### src/sv/ghfs_pkg.sv
// ----------------------------------------------------------------------------
// ghfs_pkg: shared types and constants for the height/fog splat map
// Command codes, exp tables, and the controller/datapath interface structs.
// ----------------------------------------------------------------------------
`default_nettype none

package ghfs_pkg;

  localparam logic [1:0] CMD_SPLAT = 2'd0;
  localparam logic [1:0] CMD_READ  = 2'd1;
  localparam logic [1:0] CMD_CLEAR = 2'd2;

  localparam logic [2:0] REG_GRID_WIDTH     = 3'd0;
  localparam logic [2:0] REG_GRID_HEIGHT    = 3'd1;
  localparam logic [2:0] REG_SPLAT_RADIUS   = 3'd2;
  localparam logic [2:0] REG_FOG_ENABLE     = 3'd3;
  localparam logic [2:0] REG_HEIGHT_ENABLE  = 3'd4;
  localparam logic [2:0] REG_FOG_FALLOFF    = 3'd5;
  localparam logic [2:0] REG_HEIGHT_FALLOFF = 3'd6;

  localparam logic [15:0] ALPHA_07 = 16'd45875;

  // controller -> datapath
  typedef struct packed {
    logic load;
    logic clr_init;
    logic clr_we;
    logic sel_clr;
    logic sel_read;
    logic mem_re;
    logic mem_we;
    logic next_cell;
    logic e_en;
    logic w_en;
    logic m_en;
    logic out_load;
  } ghfs_ctl_t;

  // datapath -> controller
  typedef struct packed {
    logic on_grid;
    logic last_cell;
    logic clr_last;
    logic out_free;
  } ghfs_sts_t;

  // round(65536 * e^-k)
  function automatic logic [16:0] exp_whole(input logic [3:0] k);
    logic [16:0] v;
    case (k)
      4'd0:    v = 17'd65536;
      4'd1:    v = 17'd24109;
      4'd2:    v = 17'd8869;
      4'd3:    v = 17'd3263;
      4'd4:    v = 17'd1200;
      4'd5:    v = 17'd442;
      4'd6:    v = 17'd162;
      4'd7:    v = 17'd60;
      4'd8:    v = 17'd22;
      4'd9:    v = 17'd8;
      4'd10:   v = 17'd3;
      4'd11:   v = 17'd1;
      default: v = 17'd0;
    endcase
    return v;
  endfunction

  // round(65536 * e^-(f/16))
  function automatic logic [16:0] exp_frac(input logic [3:0] f);
    logic [16:0] v;
    case (f)
      4'd0:    v = 17'd65536;
      4'd1:    v = 17'd61565;
      4'd2:    v = 17'd57835;
      4'd3:    v = 17'd54331;
      4'd4:    v = 17'd51039;
      4'd5:    v = 17'd47947;
      4'd6:    v = 17'd45042;
      4'd7:    v = 17'd42313;
      4'd8:    v = 17'd39750;
      4'd9:    v = 17'd37341;
      4'd10:   v = 17'd35079;
      4'd11:   v = 17'd32954;
      4'd12:   v = 17'd30957;
      4'd13:   v = 17'd29081;
      4'd14:   v = 17'd27319;
      default: v = 17'd25664;
    endcase
    return v;
  endfunction

endpackage

`default_nettype wire

### src/sv/ghfs_ctrl.sv
// ----------------------------------------------------------------------------
// ghfs_ctrl: splat map controller
// Sequences clear sweeps, per-cell read-modify-write, and cell reads.
// ----------------------------------------------------------------------------
`default_nettype none

module ghfs_ctrl (
  input  wire logic                clk,
  input  wire logic                rst_n,
  input  wire logic                in_tvalid,
  input  wire logic [1:0]          in_command,
  output logic                     in_tready,
  input  wire ghfs_pkg::ghfs_sts_t sts,
  output ghfs_pkg::ghfs_ctl_t      ctl
);

  localparam logic [3:0] S_CLR   = 4'd0;
  localparam logic [3:0] S_IDLE  = 4'd1;
  localparam logic [3:0] S_RD    = 4'd2;
  localparam logic [3:0] S_E     = 4'd3;
  localparam logic [3:0] S_W     = 4'd4;
  localparam logic [3:0] S_M     = 4'd5;
  localparam logic [3:0] S_WR    = 4'd6;
  localparam logic [3:0] S_RRD   = 4'd7;
  localparam logic [3:0] S_RWAIT = 4'd8;

  logic [3:0] state_r, state_nxt;

  assign in_tready = (state_r == S_IDLE);

  always_comb begin
    state_nxt = state_r;
    ctl       = '0;
    case (state_r)
      S_CLR: begin
        ctl.sel_clr = 1'b1;
        ctl.clr_we  = 1'b1;
        if (sts.clr_last) begin
          state_nxt = S_IDLE;
        end
      end
      S_IDLE: begin
        if (in_tvalid) begin
          ctl.load = 1'b1;
          case (in_command)
            ghfs_pkg::CMD_SPLAT: state_nxt = S_RD;
            ghfs_pkg::CMD_READ:  state_nxt = S_RRD;
            ghfs_pkg::CMD_CLEAR: begin
              ctl.clr_init = 1'b1;
              state_nxt    = S_CLR;
            end
            default: state_nxt = S_IDLE;
          endcase
        end
      end
      S_RD: begin
        if (sts.on_grid) begin
          ctl.mem_re = 1'b1;
          state_nxt  = S_E;
        end else if (sts.last_cell) begin
          state_nxt = S_IDLE;
        end else begin
          ctl.next_cell = 1'b1;
        end
      end
      S_E: begin
        ctl.e_en  = 1'b1;
        state_nxt = S_W;
      end
      S_W: begin
        ctl.w_en  = 1'b1;
        state_nxt = S_M;
      end
      S_M: begin
        ctl.m_en  = 1'b1;
        state_nxt = S_WR;
      end
      S_WR: begin
        ctl.mem_we = 1'b1;
        if (sts.last_cell) begin
          state_nxt = S_IDLE;
        end else begin
          ctl.next_cell = 1'b1;
          state_nxt     = S_RD;
        end
      end
      S_RRD: begin
        ctl.sel_read = 1'b1;
        ctl.mem_re   = 1'b1;
        state_nxt    = S_RWAIT;
      end
      S_RWAIT: begin
        if (sts.out_free) begin
          ctl.out_load = 1'b1;
          state_nxt    = S_IDLE;
        end
      end
      default: state_nxt = S_IDLE;
    endcase
  end

  always_ff @(posedge clk) begin
    if (!rst_n) begin
      state_r <= S_CLR;
    end else begin
      state_r <= state_nxt;
    end
  end

endmodule

`default_nettype wire

### config.mk
export PLATFORM = sky130hd
export DESIGN_NAME = ghfs_ctrl
export DESIGN_NICKNAME = d
export VERILOG_FILES = /design/src/sv/ghfs_pkg.sv /design/src/sv/ghfs_ctrl.sv
export SDC_FILE = /design/constraint.sdc
export NUM_CORES = 1
export LEC_CHECK = 0
export BUFFER_PORTS_ARGS = -buffer_cell sky130_fd_sc_hd__buf_2
export CORE_AREA = 2 2 39 41
export CTS_BUF_LIST = sky130_fd_sc_hd__clkbuf_16
export CTS_CLUSTER_SIZE = 24
export DETAILED_ROUTE_END_ITERATION = 16
export DIE_AREA = 0 0 41 43
export PLACE_DENSITY = 0.65
export SETUP_SLACK_MARGIN = 0.3
export SLEW_MARGIN = 20
export SYNTH_ARGS = -nofsm -noshare
export SYNTH_HDL_FRONTEND = slang
export SYNTH_SLANG_ARGS = --single-unit
### constraint.sdc
create_clock -name clk -period 2.4 [get_ports clk]
set_input_delay 0.24 -clock clk [delete_from_list [all_inputs] [get_ports clk]]
set_output_delay 0.24 -clock clk [all_outputs]
set_load 0.1 [all_outputs]
Word level (Yosys, flattened, before mapping). Cells that the tools add are included. Widths: inputs -> output; s select.

Input bits: 9. Output and inout port bits: 13. Register bits after elaboration: 4.

Eq/ne operators: 14. Reduce and logical (&&, ||, !) cells: 3. Muxes and demuxes: 24.

Operators with widths (count): $pmux 4 s9 (1); $mux 4 (5); $eq 4x3->1 const B (4); $mux 1 (11); $pmux 3 s3 (1); $eq 4x2->1 const B (2); $mux 2 (4); $ne 2x2->1 const B (3); $eq 4x1->1 const B (1); $eq 4x4->1 const B (1); $logic_not 4->1 (1); $pmux 1 s2 (2); $reduce_and 4->1 (1); $ne 3x3->1 const B (1); $eq 2x1->1 const B (1); $eq 2x2->1 const B (1); $logic_not 2->1 (1).

Depth between registers and ports, before layout. Gate-level depths: netlist of run 1.

Word-level depth: 4. Mapped depth: 5. Depth with buffers taken out: 4.

Worst setup path before layout of run 1. Ideal clock, no wire load.

Kind: register to output. Start: register state_r[1]. End: output ctl[10] (netlist name). Cell stages (with the launch flop): 5. Setup slack: -3.722 ns. Buffers on the path: 1. Data arrival time: 5.882 ns. Cells stage by stage: dfxtp_1 buf_4 nor3_1 and2_1 nor3b_1.

RTL lines: from (decl) (RTL line ghfs_ctrl.sv:27) `logic [3:0] state_r, state_nxt;`; from (signal assigned) (RTL line ghfs_ctrl.sv:106) `state_r <= state_nxt;`; to (decl) (RTL line ghfs_ctrl.sv:14) `output ghfs_pkg::ghfs_ctl_t ctl`.

==> impl_results.rst, run 1 <==
.. list-table::
   :header-rows: 1

   * - Metric
     - Value
   * - Total of hold buffers inserted after clock tree synthesis
     - 0
   * - Post-synthesis instance area
     - 404 µm²
   * - DIE AREA
     - 1760 µm²
   * - Final Hold Viols
     - 0
   * - DIE HEIGHT
     - 43 µm
   * - Global-route wire length before repair
     - 1750 µm
   * - Setup slack at placement
     - 0.539 ns
   * - Clock latency on the worst-skew pair
     - 0.22 ns
   * - Grt ovf
     - 0
   * - Transition time at the pin with the least slew margin
     - 0.488 ns
   * - Setup repair bufs after CTS
     - 0
   * - Power Density
     - 837 nW/µm²
   * - Setup Skew
     - 0.000689 ns
   * - Largest delay contributor family on the critical path
     - simple AND/OR/NAND/NOR gates
   * - Number of flip-flops in the largest register
     - 4
   * - Final instance count without filler cells
     - 92
   * - Post-route DRC
     - 0
   * - Class of the tightest hold or removal check
     - input pin to flop
   * - Finish-stage setup viols
     - 0
   * - Number of cells upsized or downsized after cts
     - 1
   * - Floorplan die width
     - 41 µm
   * - Yosys reg bits
     - 4
   * - Synth top area share
     - 19.8%
   * - Via density per instance
     - 5.03
   * - Leakage Power
     - 0.286 nW
   * - Worst Setup SP
     - state_r[2]
   * - Crit end category
     - output pin
   * - Clock transition at the registers of the reported paths
     - 0.03 ns
   * - Total number of H-tree levels
     - 1
   * - Top-count cell post-synth
     - sky130_fd_sc_hd__nor2_1
   * - Detailed placer's ending HPWL
     - 791 µm
   * - Hold wc startpoint
     - rst_n
   * - Post-route core utilization
     - 46.7%
   * - Worst relative slew slack
     - 67.7%
   * - Max Root-Sink Buffers
     - 2
   * - Critical path's largest stage delay
     - 0.43 ns
   * - Crit path cell chain
     - nand2b_1 > nor3_4 > and2_4 > nor3b_4 > clkbuf_4
   * - Max Fanout on Critical Path
     - 12
   * - Max Clock Freq
     - 505 MHz
   * - Startpoint-to-endpoint class of the critical path
     - flop to output pin
   * - DRT antenna net count
     - 0
   * - IO Count
     - 22
   * - Via total after detailed routing
     - 463
   * - Standard-cell rows
     - 14
   * - Aggregate routed wire length
     - 1010 µm
   * - Category of the worst setup path launch point
     - flop
   * - Prevailing post-synth register cell
     - sky130_fd_sc_hd__dfxtp_1
   * - Number of placed instances, taps included
     - 89
   * - Regs by FF count
     - state_r (4)
   * - Net count after synthesis
     - 65
   * - Synth area leaders
     - sky130_fd_sc_hd__dfxtp_1 20%, sky130_fd_sc_hd__nor2_1 6.5%, sky130_fd_sc_hd__a21oi_1 6.2%
   * - Accumulated negative setup slack
     - 0 ns
   * - Antenna Diode Count
     - 0
   * - Filler Cell Count
     - 149
   * - CP arrival
     - 1.74 ns
   * - Root buffer cell
     - sky130_fd_sc_hd__clkbuf_16
   * - Length of the first detailed-routing pass in iterations
     - 4
   * - Unrepaired setup endpoints after global routing
     - no
   * - Reg-to-reg critical path startpoint
     - state_r[3]
   * - Synth top cells by count
     - 7 x sky130_fd_sc_hd__nor2_1, 5 x sky130_fd_sc_hd__a21oi_1, 4 x sky130_fd_sc_hd__dfxtp_1, 4 x sky130_fd_sc_hd__nand2_1, 4 x sky130_fd_sc_hd__nor2b_1
   * - Avg Inst Size Synth
     - 7.22 µm²
   * - Min cycle time layout
     - 1.98 ns
   * - CP max-delay cell
     - sky130_fd_sc_hd__dfxtp_1
   * - Clock sink total
     - 4
   * - Maximum resistive drop on vdd
     - 0.000518 V
   * - Count of pins over their slew limit
     - 0
   * - Number of library cell types mapped by synthesis
     - 26
   * - Ratio of cells with drive above 1 in the final layout
     - 50.0%
   * - GRT Total Usage
     - 14.2%
   * - Synth area leader
     - sky130_fd_sc_hd__dfxtp_1
   * - # port buffers
     - 21
   * - Share of the yosys chip area belonging to registers
     - 19.8%
   * - Starting DRC count in detailed routing
     - 5
   * - Worst Slack Setup Final
     - 0.420 ns
   * - Data required, critical path
     - 2.16 ns
   * - Number of global-route vias before repair
     - 412
   * - Post-synth ARST share
     - 0%
   * - Total of warnings raised by yosys
     - 0
   * - Number of clock buffers inserted by TritonCTS
     - 3
   * - Number of flops mapped to enable cells by yosys
     - 0
   * - Std-Cell Core Area
     - 1380 µm²
   * - Biggest register
     - state_r
   * - Run status
     - completed
   * - Cells after Synth
     - 56
   * - Number of buffer and inverter stages on the critical path
     - 1
   * - Number of max-cap violations
     - 0
   * - Average wire per cell in the routed design
     - 11.0 µm
   * - CTS tree
     - done
   * - Initial standard-cell utilization of the core
     - 29.2%
   * - Pin count of the biggest net entering global routing
     - 13
   * - Antenna violations before repair
     - 0
   * - Final period utilization
     - 82.5%
   * - Area growth from synthesis to layout
     - 59.8%
   * - Gp weighted congestion
     - 0.740
   * - Final net count
     - 87
-- final cells by class --
class / count / area [µm²] / share of cell area (%)
Tap cell: 16 / 20.0 / 3.10
Timing Repair Buffer: 22 / 118 / 18.2
Clock buffer: 3 / 75.1 / 11.6
Inverter: 3 / 11.3 / 1.74
Multi-Input combinational cell: 44 / 340 / 52.7
Sequential cell: 4 / 81.3 / 12.6
-- per-layer routing --
layer | part of all wire [%] | wire, µm | up-vias | track usage (%)
li1 | - | - | 237 | -
met1 | 43 | 435 | 210 | 18.3
met2 | 49 | 494 | 16 | 21.6
met3 | 8.3 | 84 | 0 | 5.24
met4 | 0 | 0 | 0 | 4.00
met5 | 0 | 0 | - | 0
-- cells in the final DEF (no fill, tap or decap), types with 2 or more instances in the layout --
| cell type | instances |
|---|---|
| sky130_fd_sc_hd__clkbuf_16 | 3 |
| sky130_fd_sc_hd__a21oi_1 | 4 |
| sky130_fd_sc_hd__inv_1 | 3 |
| sky130_fd_sc_hd__buf_4 | 2 |
| sky130_fd_sc_hd__dfxtp_1 | 3 |
| sky130_fd_sc_hd__nand2b_1 | 3 |
| sky130_fd_sc_hd__nor2_1 | 6 |
| sky130_fd_sc_hd__buf_2 | 19 |
| sky130_fd_sc_hd__nand2_1 | 4 |
| sky130_fd_sc_hd__nor2b_1 | 4 |
-- power by group --
part,switching [W],total (W),leakage (nW),internal (W)
combinational,0.000153,0.000203,0.216,0.0000499
sequential,0.0000111,0.0000826,0.0331,0.0000714
clock,0.0000424,0.000255,0.0370,0.000212
-- metrics by stage --
step,cell area (µm²),hold WS (ns),total power (W)
after floorplan,467,0.368,0.000259
after global placement,559,0.525,0.000286
after detailed placement,559,0.528,0.000286
after CTS,637,0.298,0.000545
after global routing,646,0.311,0.000566
final,646,0.297,0.000540
-- kinds of logic after synthesis --
family | after synthesis | synth area share (%)
and+or+nand+nor | 31 | 45.8
muxes | 1 | 2.48
buffers and inverters | 8 | 11.8
DFF | 4 | 19.8
AOI/OAI and AO/OA | 12 | 20.1
-- worst paths after layout --
path,endpoint,slack (ns),depth (start not counted)
hold reg to reg,state_r[0],0.57,2
hold / removal,state_r[3],0.30,2
setup / recovery,ctl[10],0.42,5
setup reg to reg,state_r[0],0.89,4
Note: power is estimated with default switching activity, not from simulation.
==> run 2, diff against run 1 <==
PLACE_DENSITY = 0.67   (was 0.65)
clock period = 1.8 ns   (was 2.4 ns; I/O delays follow)
==> run 2 against run 1 <==
Clock skew rose by 0.0010 ns. Hold slack worse by 0.053 ns. Combinational power is 100% higher. Largest cell class is now non-clock buffers.
==> impl_results.rst, run 2 (synthesized netlist as in run 1, its figures left out) <==
.. list-table::
   :header-rows: 1

   * - Metric
     - Value
   * - Reg-to-reg critical path startpoint
     - state_r[2]
   * - Pin count of the biggest net entering global routing
     - 13 (unchanged)
   * - Aggregate routed wire length
     - 1640 µm (+62%)
   * - Antenna violations before repair
     - 0 (unchanged)
   * - Worst Setup SP
     - state_r[3]
   * - Via total after detailed routing
     - 562 (+21%)
   * - DRT antenna net count
     - 0 (unchanged)
   * - Via density per instance
     - 5.02 (-0.29%)
   * - Number of clock buffers inserted by TritonCTS
     - 3 (unchanged)
   * - Maximum resistive drop on vdd
     - 0.00108 V (+110%)
   * - Number of global-route vias before repair
     - 481 (+17%)
   * - Number of placed instances, taps included
     - 92 (+3.4%)
   * - Floorplan die width
     - 41 µm (unchanged)
   * - Clock latency on the worst-skew pair
     - 0.22 ns (about the same)
   * - Biggest register
     - state_r
   * - Max Fanout on Critical Path
     - 5 (-7)
   * - Category of the worst setup path launch point
     - flop
   * - Power Density
     - 802 nW/µm² (-4.2%)
   * - # port buffers
     - 21 (unchanged)
   * - Crit end category
     - output pin
   * - Final Hold Viols
     - 0 (unchanged)
   * - Root buffer cell
     - sky130_fd_sc_hd__clkbuf_16
   * - Worst reg2reg path depth
     - 6 (+2)
   * - Regs by FF count
     - state_r (4)
   * - DIE HEIGHT
     - 43 µm (unchanged)
   * - Clock transition at the registers of the reported paths
     - 0.03 ns (about the same)
   * - Class of the tightest hold or removal check
     - input pin to flop
   * - Crit Reg-Reg Endpoint
     - state_r[1]
   * - Detailed placer's ending HPWL
     - 899 µm (+14%)
   * - Worst reg2reg setup slack
     - 0.27 ns (-0.62 ns)
   * - Antenna Diode Count
     - 0 (unchanged)
   * - Gp weighted congestion
     - 0.790 (+6.9%)
   * - Number of max-cap violations
     - 0 (unchanged)
   * - Post-route DRC
     - 0 (unchanged)
   * - Setup slack at placement
     - 0.234 ns (-0.305 ns)
   * - Leakage Power
     - 0.444 nW (+55%)
   * - Max Clock Freq
     - 614 MHz
   * - Worst relative slew slack
     - 76.4% (+8.6 points)
   * - Most frequent standard cell in the layout excluding fill and tap cells
     - sky130_fd_sc_hd__buf_4
   * - CTS tree
     - done
   * - IO Count
     - 22 (unchanged)
   * - Initial standard-cell utilization of the core
     - 29.2% (unchanged)
   * - Filler Cell Count
     - 86 (-42%)
   * - Crit path capture
     - ctl[10]
   * - Finish-stage setup viols
     - 0 (unchanged)
   * - Std-Cell Core Area
     - 1380 µm² (unchanged)
   * - Area growth from synthesis to layout
     - 168%
   * - Run status
     - completed
   * - Count of pins over their slew limit
     - 0 (unchanged)
   * - Average wire per cell in the routed design
     - 14.6 µm (+33%)
   * - Final net count
     - 107 (+23%)
   * - Global-route wire length before repair
     - 2040 µm (+16%)
   * - Transition time at the pin with the least slew margin
     - 0.351 ns (-0.137 ns)
   * - Ratio of cells with drive above 1 in the final layout
     - 71.9% (+22 points)
   * - Min cycle time layout
     - 1.63 ns
   * - Most frequent cells in the layout
     - 18 x sky130_fd_sc_hd__buf_4, 10 x sky130_fd_sc_hd__buf_12, 8 x sky130_fd_sc_hd__buf_2, 5 x sky130_fd_sc_hd__clkbuf_16
   * - CP arrival
     - 1.45 ns (-0.29 ns)
   * - Max Root-Sink Buffers
     - 2 (unchanged)
   * - Final instance count without filler cells
     - 112 (+22%)
   * - Data required, critical path
     - 1.62 ns (-0.54 ns)
   * - Startpoint-to-endpoint class of the critical path
     - flop to output pin
   * - Length of the first detailed-routing pass in iterations
     - 3 (-1)
   * - DIE AREA
     - 1760 µm² (unchanged)
   * - GRT Total Usage
     - 16.5% (+2.2 points)
   * - Grt ovf
     - 0 (unchanged)
   * - Clock sink total
     - 4 (unchanged)
   * - Total number of H-tree levels
     - 1 (unchanged)
   * - Starting DRC count in detailed routing
     - 3 (-2)
   * - Worst Slack Setup Final
     - 0.173 ns (-0.247 ns)
   * - Setup Skew
     - 0.00171 ns (+0.00103 ns)
   * - Final period utilization
     - 90.4%
   * - Total of hold buffers inserted after clock tree synthesis
     - 0 (unchanged)
   * - Standard-cell rows
     - 14 (unchanged)
   * - Unrepaired setup endpoints after global routing
     - yes
   * - Number of flip-flops in the largest register
     - 4 (unchanged)
[run 2: cell count changes in the layout (fill, tap and decap cells not counted), moves of 2 or more]
cell and change:
sky130_fd_sc_hd__buf_4 +16, sky130_fd_sc_hd__nand2_1 -2, sky130_fd_sc_hd__nand2_2 +2, sky130_fd_sc_hd__buf_2 -11, sky130_fd_sc_hd__nor2_1 -3, sky130_fd_sc_hd__dfxtp_1 -3
sky130_fd_sc_hd__nor2_2 +2, sky130_fd_sc_hd__buf_12 +10, sky130_fd_sc_hd__clkbuf_16 +2, sky130_fd_sc_hd__dfxtp_4 +4, sky130_fd_sc_hd__buf_6 +3
[run 2: worst min-delay path by stage]
| stage | to | from | cells after the start |
|---|---|---|---|
| floorplan | state_r[3] | rst_n | 1 |
| global placement | state_r[3] | rst_n | 2 |
| detailed placement | state_r[3] | rst_n | 2 |
| CTS | state_r[3] | rst_n | 2 |
| global route | state_r[0] | rst_n | 3 |
| finish | state_r[0] | rst_n | 3 |
[run 2: timing repair]
action,4_1_cts,5_1_grt
setup endpoints to repair,12,11
setup buffers,5,10
pin swaps,2,4
cloned,0,2
resized for setup,16,12
[run 2: where the power goes]
part	internal, W	total [W]	switching [W]
clock network	0.000284	0.000343	0.0000597
logic	0.000169	0.000413	0.000244
registers	0.0000937	0.000112	0.0000180
total	0.000546	0.000868	0.000322
[run 2: layer usage]
layer	share of wire [%]	track usage, %	vias to the layer above
met4	3.2	0	0
met2	50	26.9	18
met3	5.2	6.28	4
met1	41	21.2	261
met5	0	0	-
li1	-	-	279
[run 2: critical path, cell delays in order (launching register included)]
cell	delay, ns
sky130_fd_sc_hd__dfxtp_4	0.36
sky130_fd_sc_hd__buf_6	0.13
sky130_fd_sc_hd__nor3_4	0.16
sky130_fd_sc_hd__and2_4	0.16
sky130_fd_sc_hd__nor3b_4	0.21
sky130_fd_sc_hd__buf_12	0.20
[run 2: area by class of cell]
class                           count  area [µm²]  share of cell area [%]
Timing Repair Buffer               42         474                    43.8
Multi-Input combinational cell     44         407                    37.6
Sequential cell                     4        95.1                    8.79
Clock buffer                        3        75.1                    6.94
Tap cell                           16        20.0                    1.85
Inverter                            3        11.3                    1.04
[run 2: metrics by stage]
stage	TNS [ns]	util (%)	total power, W	hold WS, ns	cell area, µm²
final	0	78.2	0.000868	0.244	1080
after detailed placement	0	53.3	0.000421	0.455	737
after global routing	0	78.2	0.000897	0.248	1080
after CTS	0	65.6	0.000803	0.229	907
after global placement	0	53.3	0.000417	0.466	737
after floorplan	-3.69	-	0.000351	0.308	489
==> run 3, diff against run 2 <==
PLACE_DENSITY = default   (was 0.67)
==> run 3 against run 2 <==
Count of clock-buffer cells in the layout stayed put. Sequential share of layout area grew 0.18 points. Core utilization shrank 3.6 points. Critical path type unchanged.
==> impl_results.rst, run 3 (synthesized netlist as in run 1, its figures left out) <==
.. list-table::
   :header-rows: 1

   * - Metric
     - Value
   * - GRT Total Usage
     - 18.0% (+1.5 points)
   * - Number of placed instances, taps included
     - 93 (+1.1%)
   * - Most frequent cells in the layout
     - 15 x sky130_fd_sc_hd__buf_4, 10 x sky130_fd_sc_hd__buf_12, 8 x sky130_fd_sc_hd__buf_2
   * - Regs by FF count
     - state_r (4)
   * - Crit end category
     - output pin
   * - Min cycle time layout
     - 1.62 ns (-0.00338 ns)
   * - Worst reg2reg setup slack
     - 0.30 ns (+0.03 ns)
   * - Standard-cell rows
     - 14 (unchanged)
   * - Ratio of cells with drive above 1 in the final layout
     - 70.7% (-1.2 points)
   * - Biggest register
     - state_r
   * - Final period utilization
     - 90.2% (-0.19 points)
   * - Number of flip-flops in the largest register
     - 4 (unchanged)
   * - Post-route DRC
     - 0 (unchanged)
   * - Initial standard-cell utilization of the core
     - 29.2% (unchanged)
   * - Finish-stage setup viols
     - 0 (unchanged)
   * - Most frequent standard cell in the layout excluding fill and tap cells
     - sky130_fd_sc_hd__buf_4
   * - Global-route wire length before repair
     - 2190 µm (+7.5%)
   * - Leakage Power
     - 0.416 nW (-6.3%)
   * - Worst hold slack across all endpoints
     - 0.240 ns (-0.00350 ns)
   * - Total of hold buffers inserted after clock tree synthesis
     - 0 (unchanged)
   * - Unrepaired setup endpoints after global routing
     - yes
   * - CP arrival
     - 1.44 ns (about the same)
   * - Filler Cell Count
     - 92 (+7.0%)
   * - Worst relative slew slack
     - 82.3% (+5.9 points)
   * - Final instance count without filler cells
     - 108 (-3.6%)
   * - Run status
     - completed
   * - Floorplan die width
     - 41 µm (unchanged)
   * - Max Root-Sink Buffers
     - 2 (unchanged)
   * - Area growth from synthesis to layout
     - 155%
   * - Setup Skew
     - 0.00148 ns (-0.000232 ns)
   * - Proportion of power drawn by flip-flops and latches
     - 12.7% (-0.2 points)
   * - Gp weighted congestion
     - 0.809 (+2.4%)
   * - Internal
     - 0.000544 W (-0.46%)
   * - Maximum resistive drop on vdd
     - 0.000742 V (-31%)
   * - Power Density
     - 837 nW/µm² (+4.3%)
   * - Category of the worst setup path launch point
     - flop
   * - Detailed placer's ending HPWL
     - 894 µm (-0.59%)
   * - Clock latency on the worst-skew pair
     - 0.22 ns (about the same)
   * - Final net count
     - 103 (-3.7%)
   * - Max Fanout on Critical Path
     - 3 (-2)
   * - Class of the tightest hold or removal check
     - input pin to flop
   * - Total number of H-tree levels
     - 1 (unchanged)
   * - Average wire per cell in the routed design
     - 13.3 µm (-8.8%)
   * - Net switching power figure
     - 0.000320 W (-0.54%)
   * - Data required, critical path
     - 1.62 ns (about the same)
   * - Clock network fraction of design power
     - 39.7% (+0.2 points)
   * - Part of the total power dissipated in combinational logic
     - 47.6% (about the same)
   * - # port buffers
     - 21 (unchanged)
   * - Clock sink total
     - 4 (unchanged)
   * - Std-Cell Core Area
     - 1380 µm² (unchanged)
   * - Via density per instance
     - 5.15 (+2.6%)
   * - DIE AREA
     - 1760 µm² (unchanged)
   * - Number of clock buffers inserted by TritonCTS
     - 3 (unchanged)
   * - Length of the first detailed-routing pass in iterations
     - 3 (unchanged)
   * - Number of max-cap violations
     - 0 (unchanged)
   * - Number of global-route vias before repair
     - 561 (+17%)
   * - Count of pins over their slew limit
     - 0 (unchanged)
   * - Antenna Diode Count
     - 0 (unchanged)
   * - Root buffer cell
     - sky130_fd_sc_hd__clkbuf_16
   * - IO Count
     - 22 (unchanged)
   * - Starting DRC count in detailed routing
     - 10 (+7)
   * - Final Hold Viols
     - 0 (unchanged)
   * - DIE HEIGHT
     - 43 µm (unchanged)
   * - Aggregate routed wire length
     - 1440 µm (-12%)
   * - Via total after detailed routing
     - 556 (-1.1%)
   * - Pin count of the biggest net entering global routing
     - 13 (unchanged)
   * - Antenna violations before repair
     - 0 (unchanged)
   * - Max Clock Freq
     - 616 MHz (+0.21%)
   * - CTS tree
     - done
   * - DRT antenna net count
     - 0 (unchanged)
   * - Transition time at the pin with the least slew margin
     - 0.262 ns (-0.0890 ns)
   * - Startpoint-to-endpoint class of the critical path
     - flop to output pin
   * - Grt ovf
     - 0 (unchanged)
   * - Post-route core utilization
     - 74.6% (-3.6 points)
   * - Switching share of power
     - 37.0% (about the same)
   * - Clock transition at the registers of the reported paths
     - 0.03 ns (about the same)
-- run 3: repair_timing --
item                                    4_1_cts  5_1_grt
gates resized for setup                      21       10
endpoints found under the setup margin       12        9
setup buffers                                10        2
pin swaps                                     2        1
-- run 3: power by group through the flow --
stage	Clock, W	Combinational (W)	Sequential [W]
3_5_place_dp	0	0.000319	0.000108
2_1_floorplan	0	0.000250	0.000102
4_1_cts	0.000347	0.000381	0.000107
6_report	0.000343	0.000411	0.000110
5_1_grt	0.000359	0.000431	0.000112
3_3_place_gp	0	0.000317	0.000107
-- run 3: final timing paths --
| kind | end | cells after the start | startpoint |
|---|---|---|---|
| worst max register to register | state_r[0] | 4 | state_r[1] |
| worst min register to register | state_r[0] | 3 | state_r[0] |
| worst max-delay path | ctl[10] | 5 | state_r[2] |
| worst min-delay path | state_r[0] | 3 | rst_n |
-- run 3: per-stage QoR --
step	setup WS, ns	power (W)	area, µm²	TNS, ns
6_report	0.176	0.000864	1030	0
3_5_place_dp	0.187	0.000427	744	0
4_1_cts	0.180	0.000835	967	0
5_1_grt	0.110	0.000903	1030	0
3_3_place_gp	0.247	0.000424	744	0
2_1_floorplan	-1.08	0.000351	489	-3.69
-- run 3: area by class of cell --
type                    count  area [µm²]  area share (%)
clock buffers               3        75.1            7.27
well taps                  16        20.0            1.94
flip-flops and latches      4        92.6            8.97
repair buffers             38         413            40.0
inverters                   3        11.3            1.09
multi-input cells          44         420            40.7
-- run 3: worst max-delay path, stage by stage (launching register included) --
cell and delay (ns):
sky130_fd_sc_hd__dfxtp_2 0.32, sky130_fd_sc_hd__nand2b_4 0.15, sky130_fd_sc_hd__nor3_4 0.18, sky130_fd_sc_hd__and2_4 0.17, sky130_fd_sc_hd__nor3b_4 0.21, sky130_fd_sc_hd__buf_12 0.20
-- run 3: routing by layer --
layer | track usage (%) | share of wire, % | vias up
met5 | 0 | 0 | -
met4 | 6.00 | 2.6 | 0
met3 | 6.28 | 4.6 | 4
met2 | 28.7 | 51 | 18
met1 | 21.3 | 41 | 263
li1 | - | - | 271
